`src/rtl/core/assert_macros.svh`:
```
// assertion macros for the rtl core
// expects signals clk and arst_n in the scope of use
`ifndef ASSERT_MACROS_SVH
`define ASSERT_MACROS_SVH

// property that must hold at every clock edge out of reset
`define ASSERT_ALWAYS(lbl, expr, msg) \
	lbl: assert property (@(posedge clk) disable iff (!arst_n) (expr)) else $error(msg);

// consequent must hold in the cycle after the antecedent
`define ASSERT_NEXT(lbl, ante, cons, msg) \
	lbl: assert property (@(posedge clk) disable iff (!arst_n) (ante) |=> (cons)) \
		else $error(msg);

`endif

```
`src/rtl/core/tcprx_pkg.sv`:
```
// tcprx_pkg: types, codes and structs of the tcp receive state machine
// no dependencies
package tcprx_pkg;

	// connection state codes
	typedef enum logic [3:0] {
		ST_CLOSED      = 4'd0,
		ST_LISTEN      = 4'd1,
		ST_SYN_SENT    = 4'd2,
		ST_SYN_RECV    = 4'd3,
		ST_ESTABLISHED = 4'd4,
		ST_CLOSE_WAIT  = 4'd5,
		ST_LAST_ACK    = 4'd6,
		ST_FIN_WAIT_1  = 4'd7,
		ST_FIN_WAIT_2  = 4'd8
	} state_t;

	// operation codes of an input item
	localparam logic OP_SEGMENT = 1'b0;
	localparam logic OP_COMMAND = 1'b1;

	// segment flag bits
	localparam logic [5:0] FLAG_FIN = 6'd1;
	localparam logic [5:0] FLAG_SYN = 6'd2;
	localparam logic [5:0] FLAG_RST = 6'd4;
	localparam logic [5:0] FLAG_PSH = 6'd8;
	localparam logic [5:0] FLAG_ACK = 6'd16;
	localparam logic [5:0] FLAG_URG = 6'd32;

	localparam logic [15:0] CWND_RESET = 16'hFFFF;

	typedef enum logic [1:0] {
		TMR_NONE    = 2'd0,
		TMR_STOP    = 2'd1,
		TMR_RESTART = 2'd2
	} timer_t;

	typedef enum logic [1:0] {
		WAKE_NONE    = 2'd0,
		WAKE_CONNECT = 2'd1,
		WAKE_ACCEPT  = 2'd2,
		WAKE_RECEIVE = 2'd3
	} wake_t;

	// one input item
	typedef struct packed {
		logic        op;
		logic [3:0]  new_state;
		logic [5:0]  flags;
		logic [31:0] seq;
		logic [31:0] seq_end;
		logic [31:0] ack;
		logic [15:0] payload_len;
		logic [15:0] peer_window;
		logic [31:0] send_next;
		logic [15:0] recv_window_free;
		logic        retrans_timer_on;
	} item_t;

	// per-connection context
	typedef struct packed {
		state_t      state;
		logic [31:0] rcv_nxt;
		logic [31:0] una;
		logic [15:0] adv_wnd;
		logic [15:0] snd_wnd;
	} ctx_t;

	// action flags of one result
	typedef struct packed {
		logic [5:0] send_flags;
		logic       send_reset;
		logic       deliver_payload;
		logic       ack_send_buffer;
		timer_t     timer_action;
		logic       queue_out_of_order;
		wake_t      wake_target;
		logic       spawn_child;
		logic       release_socket;
	} act_t;

endpackage

```
`src/rtl/core/tcprx_if.sv`:
```
// tcprx_item_if and tcprx_result_if: valid/ready channels of the block
// no dependencies
interface tcprx_item_if;
	logic        valid;
	logic        ready;
	logic        op;
	logic [3:0]  new_state;
	logic [5:0]  flags;
	logic [31:0] seq;
	logic [31:0] seq_end;
	logic [31:0] ack;
	logic [15:0] payload_len;
	logic [15:0] peer_window;
	logic [31:0] send_next;
	logic [15:0] recv_window_free;
	logic        retrans_timer_on;

	modport source (output valid, op, new_state, flags, seq, seq_end, ack, payload_len,
		peer_window, send_next, recv_window_free, retrans_timer_on, input ready);
	modport sink (input valid, op, new_state, flags, seq, seq_end, ack, payload_len,
		peer_window, send_next, recv_window_free, retrans_timer_on, output ready);
endinterface

interface tcprx_result_if;
	logic        valid;
	logic        ready;
	logic [3:0]  conn_state;
	logic [5:0]  send_flags;
	logic        send_reset;
	logic        deliver_payload;
	logic        ack_send_buffer;
	logic [1:0]  timer_action;
	logic        queue_out_of_order;
	logic [1:0]  wake_target;
	logic        spawn_child;
	logic        release_socket;
	logic [31:0] expected_seq;
	logic [15:0] send_window;

	modport source (output valid, conn_state, send_flags, send_reset, deliver_payload,
		ack_send_buffer, timer_action, queue_out_of_order, wake_target, spawn_child,
		release_socket, expected_seq, send_window, input ready);
	modport sink (input valid, conn_state, send_flags, send_reset, deliver_payload,
		ack_send_buffer, timer_action, queue_out_of_order, wake_target, spawn_child,
		release_socket, expected_seq, send_window, output ready);
endinterface

```
`src/rtl/core/tcprx_step.sv`:
```
// tcprx_step: next context and action flags for one item
// depends on tcprx_pkg
module tcprx_step (
	input  tcprx_pkg::item_t item_in,
	input  tcprx_pkg::ctx_t  ctx_cur,
	input  logic [15:0]      cwnd,
	output tcprx_pkg::ctx_t  ctx_nxt,
	output tcprx_pkg::act_t  act
);
	import tcprx_pkg::*;

	// a <= b in modulo 2^32 sequence space
	function automatic logic seq_le(input logic [31:0] a, input logic [31:0] b);
		logic [31:0] d;
		d = a - b;
		return (d == 32'd0) || d[31];
	endfunction

	// a < b in modulo 2^32 sequence space
	function automatic logic seq_lt(input logic [31:0] a, input logic [31:0] b);
		logic [31:0] d;
		d = a - b;
		return d[31];
	endfunction

	// guarded window update, applies only when una <= ack <= send_next
	function automatic ctx_t win_upd(input ctx_t c, input item_t it, input logic [15:0] cw);
		ctx_t r;
		r = c;
		if (seq_le(c.una, it.ack) && seq_le(it.ack, it.send_next)) begin
			if (it.payload_len != 16'd0)
				r.rcv_nxt = it.seq + {16'd0, it.payload_len};
			else if ((it.flags & (FLAG_FIN | FLAG_SYN)) != 6'd0)
				r.rcv_nxt = it.seq + 32'd1;
			r.una     = it.ack;
			r.adv_wnd = it.peer_window;
			r.snd_wnd = (it.peer_window < cw) ? it.peer_window : cw;
		end
		return r;
	endfunction

	logic syn_only;

	assign syn_only = (item_in.flags == FLAG_SYN) || (item_in.flags == (FLAG_SYN | FLAG_ACK));

	// state transitions and actions
	always_comb begin
		ctx_nxt = ctx_cur;
		act     = '0;
		if (item_in.op == OP_COMMAND) begin
			if (item_in.new_state <= ST_FIN_WAIT_2)
				ctx_nxt.state = state_t'(item_in.new_state);
		end else begin
			unique case (ctx_cur.state)
				ST_LISTEN: begin
					if (syn_only) begin
						act.spawn_child = 1'b1;
						act.send_flags  = FLAG_SYN | FLAG_ACK;
					end
				end
				ST_SYN_SENT: begin
					if (syn_only) begin
						ctx_nxt          = win_upd(ctx_cur, item_in, cwnd);
						ctx_nxt.state    = ST_ESTABLISHED;
						ctx_nxt.rcv_nxt  = item_in.seq + 32'd1;
						act.timer_action = TMR_STOP;
						act.send_flags   = FLAG_ACK;
						act.wake_target  = WAKE_CONNECT;
					end
				end
				ST_SYN_RECV: begin
					if (item_in.flags == FLAG_ACK) begin
						ctx_nxt          = win_upd(ctx_cur, item_in, cwnd);
						ctx_nxt.state    = ST_ESTABLISHED;
						act.timer_action = TMR_STOP;
						act.wake_target  = WAKE_ACCEPT;
					end
				end
				ST_ESTABLISHED: begin
					if (item_in.flags == FLAG_FIN) begin
						ctx_nxt         = win_upd(ctx_cur, item_in, cwnd);
						ctx_nxt.state   = ST_CLOSE_WAIT;
						act.send_flags  = FLAG_FIN | FLAG_ACK;
						act.wake_target = WAKE_RECEIVE;
					end else if (((item_in.flags & FLAG_ACK) != 6'd0)
							&& (ctx_cur.rcv_nxt == item_in.seq)) begin
						if (item_in.payload_len != 16'd0) begin
							if (item_in.payload_len > item_in.recv_window_free) begin
								act.send_reset = 1'b1;
							end else begin
								ctx_nxt             = win_upd(ctx_cur, item_in, cwnd);
								act.deliver_payload = 1'b1;
								act.send_flags      = FLAG_ACK;
								act.wake_target     = WAKE_RECEIVE;
							end
						end else begin
							ctx_nxt             = win_upd(ctx_cur, item_in, cwnd);
							act.ack_send_buffer = 1'b1;
							if (item_in.retrans_timer_on)
								act.timer_action = TMR_RESTART;
						end
					end else if (seq_lt(ctx_cur.rcv_nxt, item_in.seq)) begin
						act.send_flags         = FLAG_ACK;
						act.queue_out_of_order = 1'b1;
					end else if (seq_le(item_in.seq_end, ctx_cur.rcv_nxt)) begin
						act.send_flags = FLAG_ACK;
					end
				end
				ST_LAST_ACK: begin
					if (item_in.flags == FLAG_ACK) begin
						ctx_nxt.state      = ST_CLOSED;
						act.timer_action   = TMR_STOP;
						act.release_socket = 1'b1;
					end
				end
				ST_FIN_WAIT_1: begin
					if ((item_in.flags == FLAG_ACK) || (item_in.flags == FLAG_FIN)
							|| (item_in.flags == (FLAG_FIN | FLAG_ACK))) begin
						ctx_nxt       = win_upd(ctx_cur, item_in, cwnd);
						ctx_nxt.state = ST_FIN_WAIT_2;
					end
				end
				ST_FIN_WAIT_2: begin
					// acknowledged but the state stays in fin_wait_2
					if ((item_in.flags & FLAG_FIN) != 6'd0) begin
						ctx_nxt          = win_upd(ctx_cur, item_in, cwnd);
						act.send_flags   = FLAG_ACK;
						act.timer_action = TMR_STOP;
						act.wake_target  = WAKE_RECEIVE;
					end
				end
				default: begin
					ctx_nxt = ctx_cur;
				end
			endcase
		end
	end

endmodule

```
`src/rtl/core/tcp_receive_state_machine.sv`:
```
// tcp_receive_state_machine: one-connection tcp receive state machine, top level
// depends on tcprx_pkg, tcprx_if, tcprx_step and assert_macros.svh
//
// Usage:
// - item channel takes segments (op 0) or local state commands (op 1), one
//   transaction per item; result channel gives exactly one result per item.
// - cfg_wr_en / cfg_wr_data write the congestion window; write
//   it only while the block is idle.
// - an item accepted on the item channel is held in the input register, and
//   its result is presented from the output register.
// - throughput: one item per cycle unless the result receiver stalls; the state
//   update and the window compare are one shallow step from input to output register.
// - when the result receiver stalls, the output register holds its result and
//   the input register still takes one more item; ready drops after that.
// - reset (arst_n low) puts the connection in closed with zero sequence and
//   window values, the congestion window at 65535, and empties both registers.
module tcp_receive_state_machine (
	input  logic            clk,
	input  logic            arst_n,
	input  logic            cfg_wr_en,
	input  logic [15:0]     cfg_wr_data,
	tcprx_item_if.sink      item,
	tcprx_result_if.source  result
);
	import tcprx_pkg::*;

	`include "assert_macros.svh"

	logic  valid_s1;
	item_t item_s1;
	item_t item_pk;
	logic  adv;
	logic  item_acc;
	ctx_t  ctx_q;
	ctx_t  ctx_nxt;
	act_t  act;
	logic  res_valid_q;
	act_t  act_q;
	ctx_t  res_ctx_q;
	logic [15:0] cwnd_q;

	// pack incoming transaction
	assign item_pk = '{
		op:               item.op,
		new_state:        item.new_state,
		flags:            item.flags,
		seq:              item.seq,
		seq_end:          item.seq_end,
		ack:              item.ack,
		payload_len:      item.payload_len,
		peer_window:      item.peer_window,
		send_next:        item.send_next,
		recv_window_free: item.recv_window_free,
		retrans_timer_on: item.retrans_timer_on
	};

	// handshake control
	assign adv        = valid_s1 && (!res_valid_q || result.ready);
	assign item.ready = !valid_s1 || adv;
	assign item_acc   = item.valid && item.ready;

	// congestion window register
	always_ff @(posedge clk or negedge arst_n) begin
		if (!arst_n)
			cwnd_q <= CWND_RESET;
		else if (cfg_wr_en)
			cwnd_q <= cfg_wr_data;
	end

	// input register
	always_ff @(posedge clk or negedge arst_n) begin
		if (!arst_n)
			valid_s1 <= 1'b0;
		else if (item_acc)
			valid_s1 <= 1'b1;
		else if (adv)
			valid_s1 <= 1'b0;
	end

	always_ff @(posedge clk) begin
		if (item_acc)
			item_s1 <= item_pk;
	end

	// transition logic
	tcprx_step u_step (
		.item_in (item_s1),
		.ctx_cur (ctx_q),
		.cwnd    (cwnd_q),
		.ctx_nxt (ctx_nxt),
		.act     (act)
	);

	// connection context, updated as each item moves to the output
	always_ff @(posedge clk or negedge arst_n) begin
		if (!arst_n) begin
			ctx_q <= '{state: ST_CLOSED, rcv_nxt: 32'd0, una: 32'd0,
				adv_wnd: 16'd0, snd_wnd: 16'd0};
		end else if (adv) begin
			ctx_q <= ctx_nxt;
		end
	end

	// output register
	always_ff @(posedge clk or negedge arst_n) begin
		if (!arst_n)
			res_valid_q <= 1'b0;
		else if (adv)
			res_valid_q <= 1'b1;
		else if (result.ready)
			res_valid_q <= 1'b0;
	end

	always_ff @(posedge clk) begin
		if (adv) begin
			act_q     <= act;
			res_ctx_q <= ctx_nxt;
		end
	end

	// result channel
	assign result.valid              = res_valid_q;
	assign result.conn_state         = res_ctx_q.state;
	assign result.send_flags         = act_q.send_flags;
	assign result.send_reset         = act_q.send_reset;
	assign result.deliver_payload    = act_q.deliver_payload;
	assign result.ack_send_buffer    = act_q.ack_send_buffer;
	assign result.timer_action       = act_q.timer_action;
	assign result.queue_out_of_order = act_q.queue_out_of_order;
	assign result.wake_target        = act_q.wake_target;
	assign result.spawn_child        = act_q.spawn_child;
	assign result.release_socket     = act_q.release_socket;
	assign result.expected_seq       = res_ctx_q.rcv_nxt;
	assign result.send_window        = res_ctx_q.snd_wnd;

	// checks
	`ASSERT_NEXT(a_ctx_hold, !adv, ctx_q == $past(ctx_q), "context changed without a transaction")
	`ASSERT_ALWAYS(a_release_closed, !(res_valid_q && act_q.release_socket) || res_ctx_q.state == ST_CLOSED, "socket released while not closed")
	`ASSERT_ALWAYS(a_spawn_flags, !(res_valid_q && act_q.spawn_child) || act_q.send_flags == (FLAG_SYN | FLAG_ACK), "child spawn without syn ack")
	`ASSERT_ALWAYS(a_no_overrun, !(item_acc && valid_s1 && !adv), "input register overrun")

endmodule

```
`src/flat_wrapper.sv`:
```
// flat-port wrapper written by rule: the top's interface ports become plain ports
module tcp_receive_state_machine_flat import tcprx_pkg::*;
  (clk, arst_n, cfg_wr_en, cfg_wr_data, item_valid, item_op, item_new_state, item_flags, item_seq, item_seq_end, item_ack, item_payload_len, item_peer_window, item_send_next, item_recv_window_free, item_retrans_timer_on, item_ready, result_valid, result_conn_state, result_send_flags, result_send_reset, result_deliver_payload, result_ack_send_buffer, result_timer_action, result_queue_out_of_order, result_wake_target, result_spawn_child, result_release_socket, result_expected_seq, result_send_window, result_ready);
  tcprx_item_if item_i ();
  tcprx_result_if result_i ();
  input  logic clk;
  input  logic arst_n;
  input  logic cfg_wr_en;
  input  logic [15:0] cfg_wr_data;
  input wire logic [$bits(item_i.valid)-1:0] item_valid;
  input wire logic [$bits(item_i.op)-1:0] item_op;
  input wire logic [$bits(item_i.new_state)-1:0] item_new_state;
  input wire logic [$bits(item_i.flags)-1:0] item_flags;
  input wire logic [$bits(item_i.seq)-1:0] item_seq;
  input wire logic [$bits(item_i.seq_end)-1:0] item_seq_end;
  input wire logic [$bits(item_i.ack)-1:0] item_ack;
  input wire logic [$bits(item_i.payload_len)-1:0] item_payload_len;
  input wire logic [$bits(item_i.peer_window)-1:0] item_peer_window;
  input wire logic [$bits(item_i.send_next)-1:0] item_send_next;
  input wire logic [$bits(item_i.recv_window_free)-1:0] item_recv_window_free;
  input wire logic [$bits(item_i.retrans_timer_on)-1:0] item_retrans_timer_on;
  output wire logic [$bits(item_i.ready)-1:0] item_ready;
  output wire logic [$bits(result_i.valid)-1:0] result_valid;
  output wire logic [$bits(result_i.conn_state)-1:0] result_conn_state;
  output wire logic [$bits(result_i.send_flags)-1:0] result_send_flags;
  output wire logic [$bits(result_i.send_reset)-1:0] result_send_reset;
  output wire logic [$bits(result_i.deliver_payload)-1:0] result_deliver_payload;
  output wire logic [$bits(result_i.ack_send_buffer)-1:0] result_ack_send_buffer;
  output wire logic [$bits(result_i.timer_action)-1:0] result_timer_action;
  output wire logic [$bits(result_i.queue_out_of_order)-1:0] result_queue_out_of_order;
  output wire logic [$bits(result_i.wake_target)-1:0] result_wake_target;
  output wire logic [$bits(result_i.spawn_child)-1:0] result_spawn_child;
  output wire logic [$bits(result_i.release_socket)-1:0] result_release_socket;
  output wire logic [$bits(result_i.expected_seq)-1:0] result_expected_seq;
  output wire logic [$bits(result_i.send_window)-1:0] result_send_window;
  input wire logic [$bits(result_i.ready)-1:0] result_ready;
  assign item_i.valid = item_valid;
  assign item_i.op = item_op;
  assign item_i.new_state = item_new_state;
  assign item_i.flags = item_flags;
  assign item_i.seq = item_seq;
  assign item_i.seq_end = item_seq_end;
  assign item_i.ack = item_ack;
  assign item_i.payload_len = item_payload_len;
  assign item_i.peer_window = item_peer_window;
  assign item_i.send_next = item_send_next;
  assign item_i.recv_window_free = item_recv_window_free;
  assign item_i.retrans_timer_on = item_retrans_timer_on;
  assign item_ready = item_i.ready;
  assign result_valid = result_i.valid;
  assign result_conn_state = result_i.conn_state;
  assign result_send_flags = result_i.send_flags;
  assign result_send_reset = result_i.send_reset;
  assign result_deliver_payload = result_i.deliver_payload;
  assign result_ack_send_buffer = result_i.ack_send_buffer;
  assign result_timer_action = result_i.timer_action;
  assign result_queue_out_of_order = result_i.queue_out_of_order;
  assign result_wake_target = result_i.wake_target;
  assign result_spawn_child = result_i.spawn_child;
  assign result_release_socket = result_i.release_socket;
  assign result_expected_seq = result_i.expected_seq;
  assign result_send_window = result_i.send_window;
  assign result_i.ready = result_ready;
  tcp_receive_state_machine u_core (.clk(clk), .arst_n(arst_n), .cfg_wr_en(cfg_wr_en), .cfg_wr_data(cfg_wr_data), .item(item_i), .result(result_i));
endmodule
```
`config.mk`:
```
export PLATFORM = sky130hd
export DESIGN_NAME = tcp_receive_state_machine_flat
export DESIGN_NICKNAME = d
export VERILOG_FILES = /design/src/rtl/core/tcprx_pkg.sv /design/src/rtl/core/tcprx_if.sv /design/src/rtl/core/tcprx_step.sv /design/src/rtl/core/tcp_receive_state_machine.sv /design/src/flat_wrapper.sv
export VERILOG_INCLUDE_DIRS = /design/src /design/src/rtl/core
export SDC_FILE = /design/constraint.sdc
export NUM_CORES = 1
export LEC_CHECK = 0
export BUFFER_PORTS_ARGS = -buffer_cell sky130_fd_sc_hd__buf_2
export CAP_MARGIN = 20
export CORE_MARGIN = 4
export CORE_UTILIZATION = 40
export DETAILED_ROUTE_END_ITERATION = 8
export HOLD_SLACK_MARGIN = 0.06
export PLACE_DENSITY = 0.66
export SYNTH_ARGS = -nofsm -noshare
export SYNTH_HDL_FRONTEND = slang
export SYNTH_SLANG_ARGS = --single-unit
```
`constraint.sdc`:
```
create_clock -name clk -period 16.9 [get_ports clk]
set_clock_uncertainty 0.05 [all_clocks]
set_input_delay 1.69 -clock clk [delete_from_list [all_inputs] [get_ports clk]]
set_output_delay 1.69 -clock clk [all_outputs]
set_load 0.1 [all_outputs]
```
==> impl_metrics.env <==
export IMPL_status="completed"
export IMPL_grt_pass1_vias=21841
export IMPL_tightest_slew_ps=1180
export IMPL_place_inst=3779
export IMPL_ys_seq_area_share_pct=40.4
export IMPL_final_area_um2=28900
export IMPL_grt_pass1_wl_mm=127
export IMPL_ant_nets=0
export IMPL_reg2reg_to="u_core.ctx_q[2]$_DFFE_PN0P_"
export IMPL_clock_path_buffers=3
export IMPL_syn_area_per_cell_um2=9.12
export IMPL_p_switching_mw=1.88
export IMPL_startpoint="u_core.item_s1[89]$_DFFE_PP_"
export IMPL_slew_viol_final=0
export IMPL_final_cell_count_no_fill=3864
export IMPL_globalRouteMet3Util_pct=4.72
export IMPL_path_class="register to register"
export IMPL_insertion_delay_ps=590
export IMPL_synth_flop_cell="edfxtp_1"
export IMPL_achievable_frequency_mhz=159
export IMPL_synth_edf_count=253
export IMPL_grt_total_usage_pct=23.9
export IMPL_rrSetupSlack_ps=10600
export IMPL_crit_buf_inv=2
export IMPL_cp_endpoint="u_core.ctx_q[2]$_DFFE_PN0P_"
export IMPL_power_frac_seq_pct=30.4
export IMPL_ys_seq_elements=355
export IMPL_drc_errors=0
export IMPL_first_pass_iters=6
export IMPL_path_cells="ha_1 > a21oi_1 > o21ai_0 > o21a_1 > o21ai_0 > o211a_1 > nor4_1 > nor4b_1 > nand4_1 > nand2_1 > buf_4 > nand2_2 > buf_4 > a31oi_2 > o21ai_0 > o31ai_1"
export IMPL_ctsHoldBuffers=0
export IMPL_htree_levels=2
export IMPL_cts_tree="yes"
export IMPL_cts_sinks=355
export IMPL_drt_initial_drc_count=2593
export IMPL_hold_viol_final=0
export IMPL_vdd_drop_max_uv=131
export IMPL_p_leak_nw=11.8
export IMPL_synth_distinct_cells=89
export IMPL_rsz0062_at_grt="no"
export IMPL_hold_ws_ps=449
export IMPL_area_growth_pct=14.8
export IMPL_synth_area_leader_cell="edfxtp_1"
export IMPL_worstSetupEndpointType="register"
export IMPL_path_max_fanout=31
export IMPL_die_h_um=259
export IMPL_rows=91
export IMPL_p_clk_share_pct=23.0
export IMPL_syn_inst=2760
export IMPL_placed_area_um2=27400
export IMPL_io_buffers=275
export IMPL_finalNetCount=3373
export IMPL_initial_core_util_pct=40.6
export IMPL_die_area_um2=67000
export IMPL_cts_resized=0
export IMPL_met1_usage_pct=33.3
export IMPL_vias=23040
export IMPL_pin_count=279
export IMPL_hp_class="register to register"
export IMPL_cpPeakStageDelay_ps=730
export IMPL_rr_worst_depth=16
export IMPL_power_frac_comb_pct=46.6
export IMPL_gp_congestion=0.970
export IMPL_wl_mm=83.4
export IMPL_fp_coreArea_um2=61900
export IMPL_grt_start_max_net_pins=72
export IMPL_grt_ovfl_total=0
export IMPL_cp_common_cell="o21ai_0"
export IMPL_die_x_um=259
export IMPL_grtUsageMet2_pct=36.4
export IMPL_synth_top_area_share_pct=30.2
export IMPL_worstPathRequired_ps=17320
export IMPL_clk_pin_slew_ps=60
export IMPL_power_density_nw_per_um2=147
export IMPL_numCtsBuffers=44
export IMPL_fin_crit_ps=6300
export IMPL_synth_warnings=0
export IMPL_crit_family="compound AO/OA/AOI/OAI gates"
export IMPL_r2r_start="u_core.item_s1[89]$_DFFE_PP_"
export IMPL_wl_per_cell_um=21.6
export IMPL_dp_hpwl_mm=60.3
export IMPL_setup_violations=0
export IMPL_synth_area_leaders="edfxtp_1 30%, dfrtp_1 8.6%, ha_1 8.6%"
export IMPL_root_buffer="clkbuf_16"
export IMPL_relSlewSlack_pct=21.2
export IMPL_antenna_found_initial=7
export IMPL_async_flop_share_pct=28.7
export IMPL_via_per_inst=5.96
export IMPL_busiest_layer="met2"
export IMPL_nFillCells=5986
export IMPL_cp_arrival_ps=6720
export IMPL_layout_drive_gt1_share_pct=16.3
export IMPL_p_sw_share_pct=44.4
export IMPL_tns_ps=0
export IMPL_fin_total_pwr_mw=4.24
export IMPL_drv_cap=0
export IMPL_syn_area_um2=25200
export IMPL_cpMaxStageDelayCell="a31oi_2"
export IMPL_post_cts_setup_buffers=0
export IMPL_crit_cells=16
export IMPL_power_internal_mw=2.36
export IMPL_min_period_over_period_pct=37.3
export IMPL_crit_path_start_kind="register"
-- cells by family after synthesis --
logic type	after synthesis	share of synthesized area, %
multiplexers	66	2.88
buffers and inverters	349	5.37
other	1	0.0149
AND/OR/NAND/NOR	793	15.1
XOR/XNOR	95	3.31
AO/OA/AOI/OAI	925	24.0
flip-flops	355	40.4
adder cells (fa/ha/maj)	176	8.87
-- stage by stage --
stage	util [%]	worst slack, ps
final	46.6	10600
after global routing	46.6	10260
after CTS	46.6	10850
after detailed placement	44.2	10900
after global placement	44.2	11060
after floorplan	-	9420
-- worst min path at each step --
stage                                            start                               to  slack (ps)  depth (start not counted)
after floorplan            u_core.valid_s1$_DFFE_PN0P_  u_core.result.valid$_DFFE_PN0P_         410                          1
after global placement     u_core.valid_s1$_DFFE_PN0P_  u_core.result.valid$_DFFE_PN0P_         420                          1
after detailed placement   u_core.ctx_q[1]$_DFFE_PN0P_      u_core.ctx_q[1]$_DFFE_PN0P_         440                          2
after CTS                  u_core.ctx_q[5]$_DFFE_PN0P_      u_core.ctx_q[5]$_DFFE_PN0P_         450                          2
after global routing      u_core.ctx_q[10]$_DFFE_PN0P_     u_core.ctx_q[10]$_DFFE_PN0P_         470                          2
final                      u_core.ctx_q[5]$_DFFE_PN0P_      u_core.ctx_q[5]$_DFFE_PN0P_         450                          2
-- flip-flops by register name, summed over array words and instances (netlist names), 2 cells and up --
register / cells
u_core.item_s1: 188
u_core.ctx_q: 84
u_core.result.expected_seq: 32
u_core.cwnd_q: 16
u_core.result.send_window: 16
u_core.result.conn_state: 4
u_core.result.send_flags: 3
u_core.result.timer_action: 2
u_core.result.wake_target: 2
-- area by class of cell --
cell class / instances / area (um^2) / share of cell area [%]
antenna: 5 / 12.5 / 0.0433
clock buffer: 60 / 1220 / 4.24
multi-input combinational: 2058 / 13700 / 47.4
sequential: 355 / 10200 / 35.2
timing repair buffer: 315 / 1680 / 5.81
clock inverter: 20 / 259 / 0.897
inverter: 214 / 806 / 2.79
tap: 837 / 1050 / 3.63
-- Yosys cell counts (all sizes together) (13+ instances only) --
library cell / count
clkbuf: 107
mux2i: 14
a21o: 51
o211ai: 22
a211o: 13
xnor2: 70
dfrtp: 86
nor3: 70
ha: 172
o31ai: 38
o21a: 36
or2: 13
inv: 214
mux2: 52
a221oi: 19
a21boi: 14
nor2: 229
nor4: 42
o21ai: 203
nand2b: 37
a31oi: 40
buf: 28
a211oi: 36
nand2: 197
a22oi: 22
nor2b: 20
edfxtp: 253
dfstp: 16
nand3: 70
and3: 14
xor2: 25
or3: 15
o22ai: 24
o2111ai: 14
nand4: 37
a21oi: 249
-- metal layers --
layer | vias up | routed length, um
li1 | 10819 | -
met1 | 10797 | 35900
met2 | 1146 | 36100
met3 | 274 | 7790
met4 | 4 | 3630
met5 | - | 27
-- worst min-delay path, cell delays in order (launching register included) --
cell and delay [ps]:
dfrtp_1 360, nand2_1 50, o31ai_1 60
-- cell usage in the layout (no fill, tap or decap), types with 13 or more instances in the layout --
master	instances
buf_2	274
edfxtp_1	253
a21oi_1	249
nor2_1	225
inv_1	213
o21ai_0	199
nand2_1	196
ha_1	172
dfrtp_1	86
nand3_1	70
xnor2_1	70
nor3_1	67
mux2_2	52
a21o_1	51
clkbuf_16	46
nor4_1	42
buf_4	41
a31oi_1	39
nand2b_1	37
nand4_1	37
o31ai_1	37
o21a_1	36
a211oi_1	36
xor2_1	25
o22ai_1	23
o211ai_1	22
a22oi_1	22
nor2b_1	20
a221oi_1	19
dfstp_2	16
or3_1	15
and3_1	14
o2111ai_1	14
mux2i_1	14
a211o_1	13
-- power by group through the flow --
stage,Combinational (mW),Sequential (mW),Clock (mW)
floorplan,1.23,1.49,0
global placement,1.92,1.30,0
detailed placement,1.92,1.30,0
CTS,1.94,1.28,1.00
global route,2.14,1.31,1.04
finish,1.97,1.29,0.978
Power figures use the tool's default switching activity.
